--- src/hdl/time_of_day_clock_ascii_macros.svh ---
// Assertion macros for the time-of-day clock.
// Each macro is active in simulation and empty in synthesis.
`ifndef TIME_OF_DAY_CLOCK_ASCII_MACROS_SVH
`define TIME_OF_DAY_CLOCK_ASCII_MACROS_SVH
`ifndef SYNTHESIS
// Check cons in the same cycle as ante.
`define TOD_ASSERT_SAME(label, clk, rst_n, ante, cons) \
    label: assert property (@(posedge clk) disable iff (!(rst_n)) (ante) |-> (cons)) \
        else $error("tod: same-cycle check failed");
// Check cons in the cycle after ante.
`define TOD_ASSERT_NEXT(label, clk, rst_n, ante, cons) \
    label: assert property (@(posedge clk) disable iff (!(rst_n)) (ante) |=> (cons)) \
        else $error("tod: next-cycle check failed");
`else
`define TOD_ASSERT_SAME(label, clk, rst_n, ante, cons)
`define TOD_ASSERT_NEXT(label, clk, rst_n, ante, cons)
`endif
`endif

--- src/hdl/tod_pkg.sv ---
`default_nettype none
package tod_pkg;

    // Default prescaler width and queue depth
    localparam int TICK_COUNT_BITS_DEF = 16;
    localparam int QUEUE_DEPTH_DEF     = 2;

    // Configuration register
    localparam int          TPS_BITS  = 16;
    localparam logic [15:0] TPS_RESET = 16'd1000;

    // Request codes
    localparam logic REQ_TICK = 1'b0;
    localparam logic REQ_SET  = 1'b1;

    // Limits of the time fields
    localparam logic [4:0] HOUR_MAX = 5'd23;
    localparam logic [5:0] MIN_MAX  = 6'd59;
    localparam logic [5:0] SEC_MAX  = 6'd59;

    typedef struct packed {
        logic       req_type;
        logic [7:0] hour_tens_char;
        logic [7:0] hour_units_char;
        logic [7:0] minute_tens_char;
        logic [7:0] minute_units_char;
        logic [7:0] second_tens_char;
        logic [7:0] second_units_char;
    } t_tod_in;

    typedef struct packed {
        logic [7:0] text_char;
        logic       last_char;
        logic [4:0] hour_now;
        logic [5:0] minute_now;
        logic [5:0] second_now;
    } t_tod_out;

    // Snapshot of the time handed from front to back
    typedef struct packed {
        logic [4:0] hour;
        logic [5:0] minute;
        logic [5:0] second;
    } t_tod_hms;

    // Head of the queue as seen by the back end
    typedef struct packed {
        logic     valid;
        t_tod_hms tval;
    } t_tod_head;

endpackage
`default_nettype wire

--- src/hdl/tod_front.sv ---
`default_nettype none
`include "time_of_day_clock_ascii_macros.svh"
module tod_front #(
    parameter int TICK_COUNT_BITS = tod_pkg::TICK_COUNT_BITS_DEF
) (
    input  wire                               i_clk,
    input  wire                               i_rst_n,
    input  wire                               i_valid,
    output logic                              o_ready,
    input  tod_pkg::t_tod_in                  i_data,
    input  wire                               i_cfg_valid,
    output logic                              o_cfg_ready,
    input  wire [tod_pkg::TPS_BITS-1:0]       i_cfg_data,
    input  wire                               i_q_full,
    output logic                              o_push,
    output tod_pkg::t_tod_hms                 o_push_data
);

    localparam int CMP_W = (TICK_COUNT_BITS > tod_pkg::TPS_BITS) ?
                           TICK_COUNT_BITS : tod_pkg::TPS_BITS;

    logic [tod_pkg::TPS_BITS-1:0] r_tps;
    logic [TICK_COUNT_BITS-1:0]   r_count;
    tod_pkg::t_tod_hms            r_time;

    logic [TICK_COUNT_BITS-1:0]   n_count;
    tod_pkg::t_tod_hms            n_time;
    tod_pkg::t_tod_hms            set_time;
    logic                         accept;
    logic                         roll;
    logic                         set_ok;
    logic [6:0]                   set_h;
    logic [6:0]                   set_m;
    logic [6:0]                   set_s;

    function automatic logic is_digit(input logic [7:0] c);
        is_digit = (c >= 8'h30) && (c <= 8'h39);
    endfunction

    function automatic logic [6:0] two_digits(input logic [7:0] t, input logic [7:0] u);
        logic [3:0] dt;
        logic [3:0] du;
        dt = t[3:0] - 4'd0;
        du = u[3:0];
        // '0' is 0x30, so the low nibble is the digit value
        two_digits = 7'(dt) * 7'd10 + 7'(du);
    endfunction

    // Stall whenever the snapshot queue is full, whatever the request type
    assign o_ready     = !i_q_full;
    assign o_cfg_ready = 1'b1;
    assign accept      = i_valid && o_ready;

    // Prescaler
    assign n_count = r_count + TICK_COUNT_BITS'(1);
    assign roll    = CMP_W'(n_count) >= CMP_W'(r_tps);

    // Advance one second with rollover
    always_comb begin
        n_time = r_time;
        if (r_time.second >= tod_pkg::SEC_MAX) begin
            n_time.second = '0;
            if (r_time.minute >= tod_pkg::MIN_MAX) begin
                n_time.minute = '0;
                n_time.hour   = (r_time.hour >= tod_pkg::HOUR_MAX) ? 5'd0
                                                                    : r_time.hour + 5'd1;
            end else begin
                n_time.minute = r_time.minute + 6'd1;
            end
        end else begin
            n_time.second = r_time.second + 6'd1;
        end
    end

    // Decode and check a set request
    always_comb begin
        set_h  = two_digits(i_data.hour_tens_char, i_data.hour_units_char);
        set_m  = two_digits(i_data.minute_tens_char, i_data.minute_units_char);
        set_s  = two_digits(i_data.second_tens_char, i_data.second_units_char);
        set_ok = is_digit(i_data.hour_tens_char) && is_digit(i_data.hour_units_char) &&
                 is_digit(i_data.minute_tens_char) && is_digit(i_data.minute_units_char) &&
                 is_digit(i_data.second_tens_char) && is_digit(i_data.second_units_char) &&
                 (set_h <= 7'(tod_pkg::HOUR_MAX)) && (set_m <= 7'(tod_pkg::MIN_MAX)) &&
                 (set_s <= 7'(tod_pkg::SEC_MAX));
        set_time.hour   = set_h[4:0];
        set_time.minute = set_m[5:0];
        set_time.second = set_s[5:0];
    end

    assign o_push      = accept && (i_data.req_type == tod_pkg::REQ_TICK) && roll;
    assign o_push_data = n_time;

    // Hold the register, prescaler and time
    always_ff @(posedge i_clk) begin
        if (!i_rst_n) begin
            r_tps   <= tod_pkg::TPS_RESET;
            r_count <= '0;
            r_time  <= '0;
        end else begin
            if (i_cfg_valid && o_cfg_ready) begin
                r_tps <= i_cfg_data;
            end
            if (accept) begin
                if (i_data.req_type == tod_pkg::REQ_TICK) begin
                    if (roll) begin
                        r_count <= '0;
                        r_time  <= n_time;
                    end else begin
                        r_count <= n_count;
                    end
                end else if (set_ok) begin
                    r_time <= set_time;
                end
            end
        end
    end

    `TOD_ASSERT_SAME(a_front_range, i_clk, i_rst_n, 1'b1, (r_time.hour <= tod_pkg::HOUR_MAX) && (r_time.minute <= tod_pkg::MIN_MAX) && (r_time.second <= tod_pkg::SEC_MAX))
    `TOD_ASSERT_NEXT(a_front_set_keeps_count, i_clk, i_rst_n, accept && (i_data.req_type == tod_pkg::REQ_SET), r_count == $past(r_count))

endmodule
`default_nettype wire

--- src/hdl/tod_queue.sv ---
`default_nettype none
`include "time_of_day_clock_ascii_macros.svh"
module tod_queue #(
    parameter int DEPTH = tod_pkg::QUEUE_DEPTH_DEF
) (
    input  wire                   i_clk,
    input  wire                   i_rst_n,
    input  wire                   i_push,
    input  tod_pkg::t_tod_hms     i_push_data,
    output logic                  o_full,
    input  wire                   i_pop,
    output tod_pkg::t_tod_head    o_head
);

    localparam int PTR_W = (DEPTH > 1) ? $clog2(DEPTH) : 1;
    localparam int CNT_W = $clog2(DEPTH + 1);

    tod_pkg::t_tod_hms r_mem [DEPTH];
    logic [PTR_W-1:0]  r_wr_ptr;
    logic [PTR_W-1:0]  r_rd_ptr;
    logic [CNT_W-1:0]  r_count;
    logic              do_push;
    logic              do_pop;

    assign o_full      = (r_count == CNT_W'(DEPTH));
    assign o_head.valid = (r_count != '0);
    assign o_head.tval = r_mem[r_rd_ptr];
    assign do_push     = i_push && !o_full;
    assign do_pop      = i_pop && o_head.valid;

    // Store a pushed word
    always_ff @(posedge i_clk) begin
        if (do_push) begin
            r_mem[r_wr_ptr] <= i_push_data;
        end
    end

    // Advance pointers and fill count
    always_ff @(posedge i_clk) begin
        if (!i_rst_n) begin
            r_wr_ptr <= '0;
            r_rd_ptr <= '0;
            r_count  <= '0;
        end else begin
            if (do_push) begin
                r_wr_ptr <= (r_wr_ptr == PTR_W'(DEPTH - 1)) ? '0 : r_wr_ptr + PTR_W'(1);
            end
            if (do_pop) begin
                r_rd_ptr <= (r_rd_ptr == PTR_W'(DEPTH - 1)) ? '0 : r_rd_ptr + PTR_W'(1);
            end
            case ({do_push, do_pop})
                2'b10:   r_count <= r_count + CNT_W'(1);
                2'b01:   r_count <= r_count - CNT_W'(1);
                default: r_count <= r_count;
            endcase
        end
    end

    `TOD_ASSERT_SAME(a_queue_no_overflow, i_clk, i_rst_n, o_full, !i_push)
    `TOD_ASSERT_SAME(a_queue_count_bound, i_clk, i_rst_n, 1'b1, r_count <= CNT_W'(DEPTH))

endmodule
`default_nettype wire

--- src/hdl/tod_back.sv ---
`default_nettype none
`include "time_of_day_clock_ascii_macros.svh"
module tod_back (
    input  wire                   i_clk,
    input  wire                   i_rst_n,
    input  tod_pkg::t_tod_head    i_head,
    output logic                  o_pop,
    output logic                  o_valid,
    input  wire                   i_ready,
    output tod_pkg::t_tod_out     o_data
);

    // Character positions in the string
    localparam logic [3:0] POS_HOUR_T = 4'd0;
    localparam logic [3:0] POS_HOUR_U = 4'd1;
    localparam logic [3:0] POS_COLON1 = 4'd2;
    localparam logic [3:0] POS_MIN_T  = 4'd3;
    localparam logic [3:0] POS_MIN_U  = 4'd4;
    localparam logic [3:0] POS_COLON2 = 4'd5;
    localparam logic [3:0] POS_SEC_T  = 4'd6;
    localparam logic [3:0] POS_SEC_U  = 4'd7;
    localparam logic [3:0] POS_LF     = 4'd8;
    localparam logic [3:0] POS_CR     = 4'd9;

    localparam logic [7:0] CH_ZERO  = 8'h30;
    localparam logic [7:0] CH_COLON = 8'h3A;
    localparam logic [7:0] CH_LF    = 8'h0A;
    localparam logic [7:0] CH_CR    = 8'h0D;

    logic              r_busy;
    logic [3:0]        r_idx;
    tod_pkg::t_tod_hms r_time;

    logic              take;
    logic              fin;
    logic              load;
    logic [7:0]        ch;

    // Tens digit of a value below 64
    function automatic logic [3:0] tens_of(input logic [5:0] v);
        if (v >= 6'd60)      tens_of = 4'd6;
        else if (v >= 6'd50) tens_of = 4'd5;
        else if (v >= 6'd40) tens_of = 4'd4;
        else if (v >= 6'd30) tens_of = 4'd3;
        else if (v >= 6'd20) tens_of = 4'd2;
        else if (v >= 6'd10) tens_of = 4'd1;
        else                 tens_of = 4'd0;
    endfunction

    function automatic logic [3:0] units_of(input logic [5:0] v);
        logic [5:0] t;
        t = 6'(tens_of(v));
        units_of = 4'(v - ((t << 3) + (t << 1)));
    endfunction

    assign take  = o_valid && i_ready;
    assign fin   = take && (r_idx == POS_CR);
    assign load  = (!r_busy || fin) && i_head.valid;
    assign o_pop = load;

    // Pick the character for the current position
    always_comb begin
        unique case (r_idx)
            POS_HOUR_T: ch = CH_ZERO + 8'(tens_of(6'(r_time.hour)));
            POS_HOUR_U: ch = CH_ZERO + 8'(units_of(6'(r_time.hour)));
            POS_COLON1: ch = CH_COLON;
            POS_MIN_T:  ch = CH_ZERO + 8'(tens_of(r_time.minute));
            POS_MIN_U:  ch = CH_ZERO + 8'(units_of(r_time.minute));
            POS_COLON2: ch = CH_COLON;
            POS_SEC_T:  ch = CH_ZERO + 8'(tens_of(r_time.second));
            POS_SEC_U:  ch = CH_ZERO + 8'(units_of(r_time.second));
            POS_LF:     ch = CH_LF;
            POS_CR:     ch = CH_CR;
            default:    ch = CH_CR;
        endcase
    end

    assign o_valid           = r_busy;
    assign o_data.text_char  = ch;
    assign o_data.last_char  = (r_idx == POS_CR);
    assign o_data.hour_now   = r_time.hour;
    assign o_data.minute_now = r_time.minute;
    assign o_data.second_now = r_time.second;

    // Walk the string one word per accepted cycle
    always_ff @(posedge i_clk) begin
        if (!i_rst_n) begin
            r_busy <= 1'b0;
            r_idx  <= POS_HOUR_T;
        end else if (load) begin
            r_busy <= 1'b1;
            r_idx  <= POS_HOUR_T;
        end else if (fin) begin
            r_busy <= 1'b0;
        end else if (take) begin
            r_idx <= r_idx + 4'd1;
        end
    end

    // Hold the snapshot being printed
    always_ff @(posedge i_clk) begin
        if (load) begin
            r_time <= i_head.tval;
        end
    end

    `TOD_ASSERT_SAME(a_back_idx_range, i_clk, i_rst_n, r_busy, r_idx <= POS_CR)
    `TOD_ASSERT_NEXT(a_back_drain, i_clk, i_rst_n, fin && !i_head.valid, !o_valid)

endmodule
`default_nettype wire

--- src/hdl/time_of_day_clock_ascii.sv ---
// Channel | Dir | Handshake                   | Word
// --------+-----+-----------------------------+-------------------------------
// request | in  | i_valid / o_ready           | tod_pkg::t_tod_in  (i_data)
// result  | out | o_valid / i_ready           | tod_pkg::t_tod_out (o_data)
// config  | in  | i_cfg_valid / o_cfg_ready   | ticks_per_second   (i_cfg_data)
//
// Ticks and sets may arrive every cycle while o_ready is high. A rollover
// tick queues a time snapshot; the printer sends its ten words at one word
// per cycle while i_ready is high, and loads the next queued snapshot as its
// last word is taken. o_ready drops only while the snapshot queue is full.
// Synchronous active-low reset: time 00:00:00, prescaler 0, ticks_per_second 1000.
`default_nettype none
module time_of_day_clock_ascii #(
    parameter int TICK_COUNT_BITS = tod_pkg::TICK_COUNT_BITS_DEF,
    parameter int QUEUE_DEPTH     = tod_pkg::QUEUE_DEPTH_DEF
) (
    input  wire                          i_clk,
    input  wire                          i_rst_n,
    input  wire                          i_valid,
    output logic                         o_ready,
    input  tod_pkg::t_tod_in             i_data,
    output logic                         o_valid,
    input  wire                          i_ready,
    output tod_pkg::t_tod_out            o_data,
    input  wire                          i_cfg_valid,
    output logic                         o_cfg_ready,
    input  wire [tod_pkg::TPS_BITS-1:0]  i_cfg_data
);

    logic               q_full;
    logic               push;
    tod_pkg::t_tod_hms  push_data;
    logic               pop;
    tod_pkg::t_tod_head head;

    tod_front #(
        .TICK_COUNT_BITS(TICK_COUNT_BITS)
    ) u_front (
        .i_clk       (i_clk),
        .i_rst_n     (i_rst_n),
        .i_valid     (i_valid),
        .o_ready     (o_ready),
        .i_data      (i_data),
        .i_cfg_valid (i_cfg_valid),
        .o_cfg_ready (o_cfg_ready),
        .i_cfg_data  (i_cfg_data),
        .i_q_full    (q_full),
        .o_push      (push),
        .o_push_data (push_data)
    );

    tod_queue #(
        .DEPTH(QUEUE_DEPTH)
    ) u_queue (
        .i_clk       (i_clk),
        .i_rst_n     (i_rst_n),
        .i_push      (push),
        .i_push_data (push_data),
        .o_full      (q_full),
        .i_pop       (pop),
        .o_head      (head)
    );

    tod_back u_back (
        .i_clk   (i_clk),
        .i_rst_n (i_rst_n),
        .i_head  (head),
        .o_pop   (pop),
        .o_valid (o_valid),
        .i_ready (i_ready),
        .o_data  (o_data)
    );

endmodule
`default_nettype wire
--- config.mk ---
export PLATFORM = sky130hd
export DESIGN_NAME = time_of_day_clock_ascii
export DESIGN_NICKNAME = d
export VERILOG_FILES = /design/src/hdl/tod_pkg.sv /design/src/hdl/tod_front.sv /design/src/hdl/tod_queue.sv /design/src/hdl/tod_back.sv /design/src/hdl/time_of_day_clock_ascii.sv
export VERILOG_INCLUDE_DIRS = /design/src /design/src/hdl
export SDC_FILE = /design/constraint.sdc
export NUM_CORES = 1
export LEC_CHECK = 0
export ABC_AREA = 1
export BUFFER_PORTS_ARGS = -buffer_cell sky130_fd_sc_hd__buf_2
export CAP_MARGIN = 25
export CORE_MARGIN = 2
export CORE_UTILIZATION = 40
export CTS_CLUSTER_DIAMETER = 150
export CTS_CLUSTER_SIZE = 24
export DETAILED_ROUTE_END_ITERATION = 12
export PLACE_DENSITY = 0.66
export SLEW_MARGIN = 40
export SYNTH_ARGS = -nofsm -noshare
export SYNTH_HDL_FRONTEND = slang
export SYNTH_SLANG_ARGS = --single-unit
--- constraint.sdc ---
create_clock -name i_clk -period 4.4 [get_ports i_clk]
set_input_delay 0.22 -clock i_clk [delete_from_list [all_inputs] [get_ports i_clk]]
set_output_delay 0.22 -clock i_clk [all_outputs]
set_load 0.03 [all_outputs]
==> summary.md <==
| Metric | Value |
|---|---|
| Status | finished clean |
| Most frequent cells in the layout | nand2_1 (230), inv_1 (117), nor2_1 (112), buf_2 (95), a21oi_1 (60) |
| Layout cell share with drive strength beyond 1 | 12.99% |
| Post-synthesis sequential area ratio | between 30% and 40% |
| Combinational share of power | 11.3% |
| Final #Nets | 1145 |
| Clock Power Share | 37.3% |
| DRT iter0 DRCs | 276 |
| Fmax | 287.3 MHz |
| Hold Crit Class | in -> reg |
| Vias per inst | ~4.7 |
| Initial antenna violation count | 0 |
| Layout Skew | 10.99 ps |
| Synth unique cells | 44 |
| WL/cell | 11.46 µm |
| Sequential Power Share | 51.5% |
| CP Capture Type | flip-flop |
| CP Data Arrival Time | roughly 3800 ps |
| Core area | 17180 µm² |
| Tmin final | 3480 ps |
| Max Cap Violations | 0 |
| IO buf count | 95 |
| Synthesized area per cell | 7.549 µm² |
| Die width | 136.2 µm |
| Vias in the first global route | 5155 |
| Antenna cells | 0 |
| Worst-Skew Late Latency | 340 ps |
| Sink Count | ~110 |
| Final instance area | just under 8000 µm² |
| H-tree levels | 3 |
| Most common flop cell mapped by yosys | dfxtp_1 |
| Total grt overflow | 0 |
| Final WL | 14.23 mm |
| Yosys top cell by area | edfxtp_1 |
| Final hold vios | 0 |
| Psw | 0.4775 mW |
| Synth Warn # | 0 |
| Placed instance area | 7626 µm² |
| Cell internal pwr | 1.593 mW |
| Number of synthesized flops with an enable pin | approximately 50 |
| Area Growth Syn to Fin | 13.17% |
| Top post-synthesis cells by area | edfxtp_1 (22%), dfxtp_1 (17%), nand2_1 (12%) |
| Startpoint Class | flip-flop |
| Final core utilization | around 46% |
| Worst Max-Slew Pin Slew | 753.8 ps |
| Rows | 48 |
| Pwr/cell area | 261.7 nW/µm² |
| CTS tree | yes |
| Seq cells post-synth | 109 |
| Clock-pin slew on the worst setup and hold paths | 70 ps |
| Maximum VDD drop | 0.1879 mV |
| WS Path Type | reg -> reg |
| Die ar. | 18550 µm² |
| Hpwl dp | around 11 mm |
| Leakage Power | between 3 and 4 nW |
| DR pass1 iterations | 4 |
| # DRC | 0 |
| Tot GR Track Use | 15.74% |
| RSZ-0062 raised after global routing | false |
| Via count of the routed design | 5856 |
| Final period util | 79.09% |
| Crit-path max FO | 8 |
| WP data required | 4680 ps |
| First-pass GRT wire length | 23.66 mm |
| Post-CTS resize count | 0 |
| Setup TNS | 0 ps |
| Initial Util | 40.70% |
| Gate Count Post-Synth | 926 |
| CTS Buf Count | 9 |
| Largest net degree at the start of global routing | 34 |
| Synth top area share | between 20% and 30% |
| Mapped Area | 6990 µm² |
| Commonest non-fill, non-tap cell in the layout | nand2_1 |
| Die span in y | approximately 140 µm |
| Longest Clk Path Bufs | 2 |
| Antenna viol nets, final | 0 |
| Clk root buf | clkbuf_16 |
| Slew headroom | between 40 and 50% |
| Net Sw Frac | a little under a quarter |
| Share of flip-flops with an asynchronous set or reset | 0% |
| Final setup fails | 0 |
| Routability-driven placement congestion ratio | 0.8924 |
| Power Total | 2.071 mW |
| Max-slew violations | 0 |
| Post-CTS Setup Inserts | 0 |
| Io pins | just under 100 |
| Hold_buf cts | 0 |
==> Yosys cell counts, drive strengths merged, types with 5 or more instances <==
master / instances
nand3: 48
nor3: 13
dfxtp: 58
nand4: 9
xnor2: 10
buf: 11
o21ai: 55
clkbuf: 13
or2: 5
fa: 6
a21oi: 61
nand2: 234
nor2: 119
o22ai: 6
inv: 121
ha: 58
edfxtp: 51
xor2: 20
==> per-layer routing <==
metal | vias to the layer above | global-route usage (%) | wire length [µm]
li1 | 3164 | - | -
met1 | 2541 | 22.17 | 7328
met2 | 135 | 25.01 | 6138
met3 | 16 | 1.864 | 549
met4 | 0 | 5.382 | 210
met5 | - | 0 | 0
==> worst paths after layout <==
| check | end | cells after the start | start | slack [ps] |
|---|---|---|---|---|
| max | u_queue.r_count[1] | 22 | u_front.r_count[0] | 920 |
| min | u_front.r_tps[5] | 3 | i_cfg_data[5] | 100 |
| max reg2reg | u_queue.r_count[1] | 22 | u_front.r_count[0] | 920 |
| min reg2reg | u_front.r_tps[6] | 2 | u_front.r_tps[6] | 470 |
==> layout make-up <==
type,instances,area [µm²]
fillers,1759,9265
flip-flops and latches,109,2693
multi-input cells,672,3704
well taps,225,281.5
clock buffers,11,232.7
clock inverters,5,52.55
inverters,122,457.9
repair buffers,97,490.5
==> metrics by stage <==
step	std cells	hold WS [ps]	worst slack, ps
finish	1241	96.17	919.9
global route	1241	100.9	427.9
CTS	1241	90.96	917.9
detailed placement	1225	449.7	1026
global placement	1225	439.0	1087
floorplan	927	342.3	939.5
==> flip-flops by register name (all words and copies together) (netlist names), 2 cells and up <==
name,cells
u_front.r_time,17
u_queue.r_mem,34
u_back.o_data,17
u_front.r_count,16
u_queue.r_count,2
u_front.r_tps,16
u_back.r_idx,4
==> logic make-up (layout without fill, tap and decap cells) <==
family | after synthesis | in the layout | synth area share [%]
other | 2 | 3 | 0.1074
multiplexers | 2 | 2 | 0.2864
buffers and inverters | 146 | 235 | 8.555
XOR/XNOR | 30 | 30 | 3.759
AO/OA/AOI/OAI | 138 | 138 | 10.63
AND/OR/NAND/NOR | 435 | 435 | 26.04
adder cells (fa/ha/maj) | 64 | 64 | 12.10
flip-flops | 109 | 109 | 38.52
==> critical path: stages (launching register included) <==
cell and delay [ps]:
dfxtp_1 400, ha_1 200, nand2_1 70, nor2_2 120
nand3_1 130, nor2_2 130, nand3_1 160, nor2_1 160
xor2_1 100, ha_1 280, nand2_1 60, inv_1 50
nand3_1 80, nor3_1 230, nand3_1 130, nand3_1 180
nand2_2 160, ha_1 300, inv_1 80, nand2_1 50
nor2_1 110, o21ai_0 80, a21oi_1 140
==> power groups by stage <==
stage | Sequential, mW | Clock [mW] | Combinational (mW)
after floorplan | 1.09 | 0 | 0.164
after global placement | 1.09 | 0 | 0.232
after detailed placement | 1.09 | 0 | 0.235
after CTS | 1.07 | 0.794 | 0.237
after global routing | 1.07 | 0.839 | 0.272
final | 1.07 | 0.772 | 0.233
(Power assumes the default switching activity.)
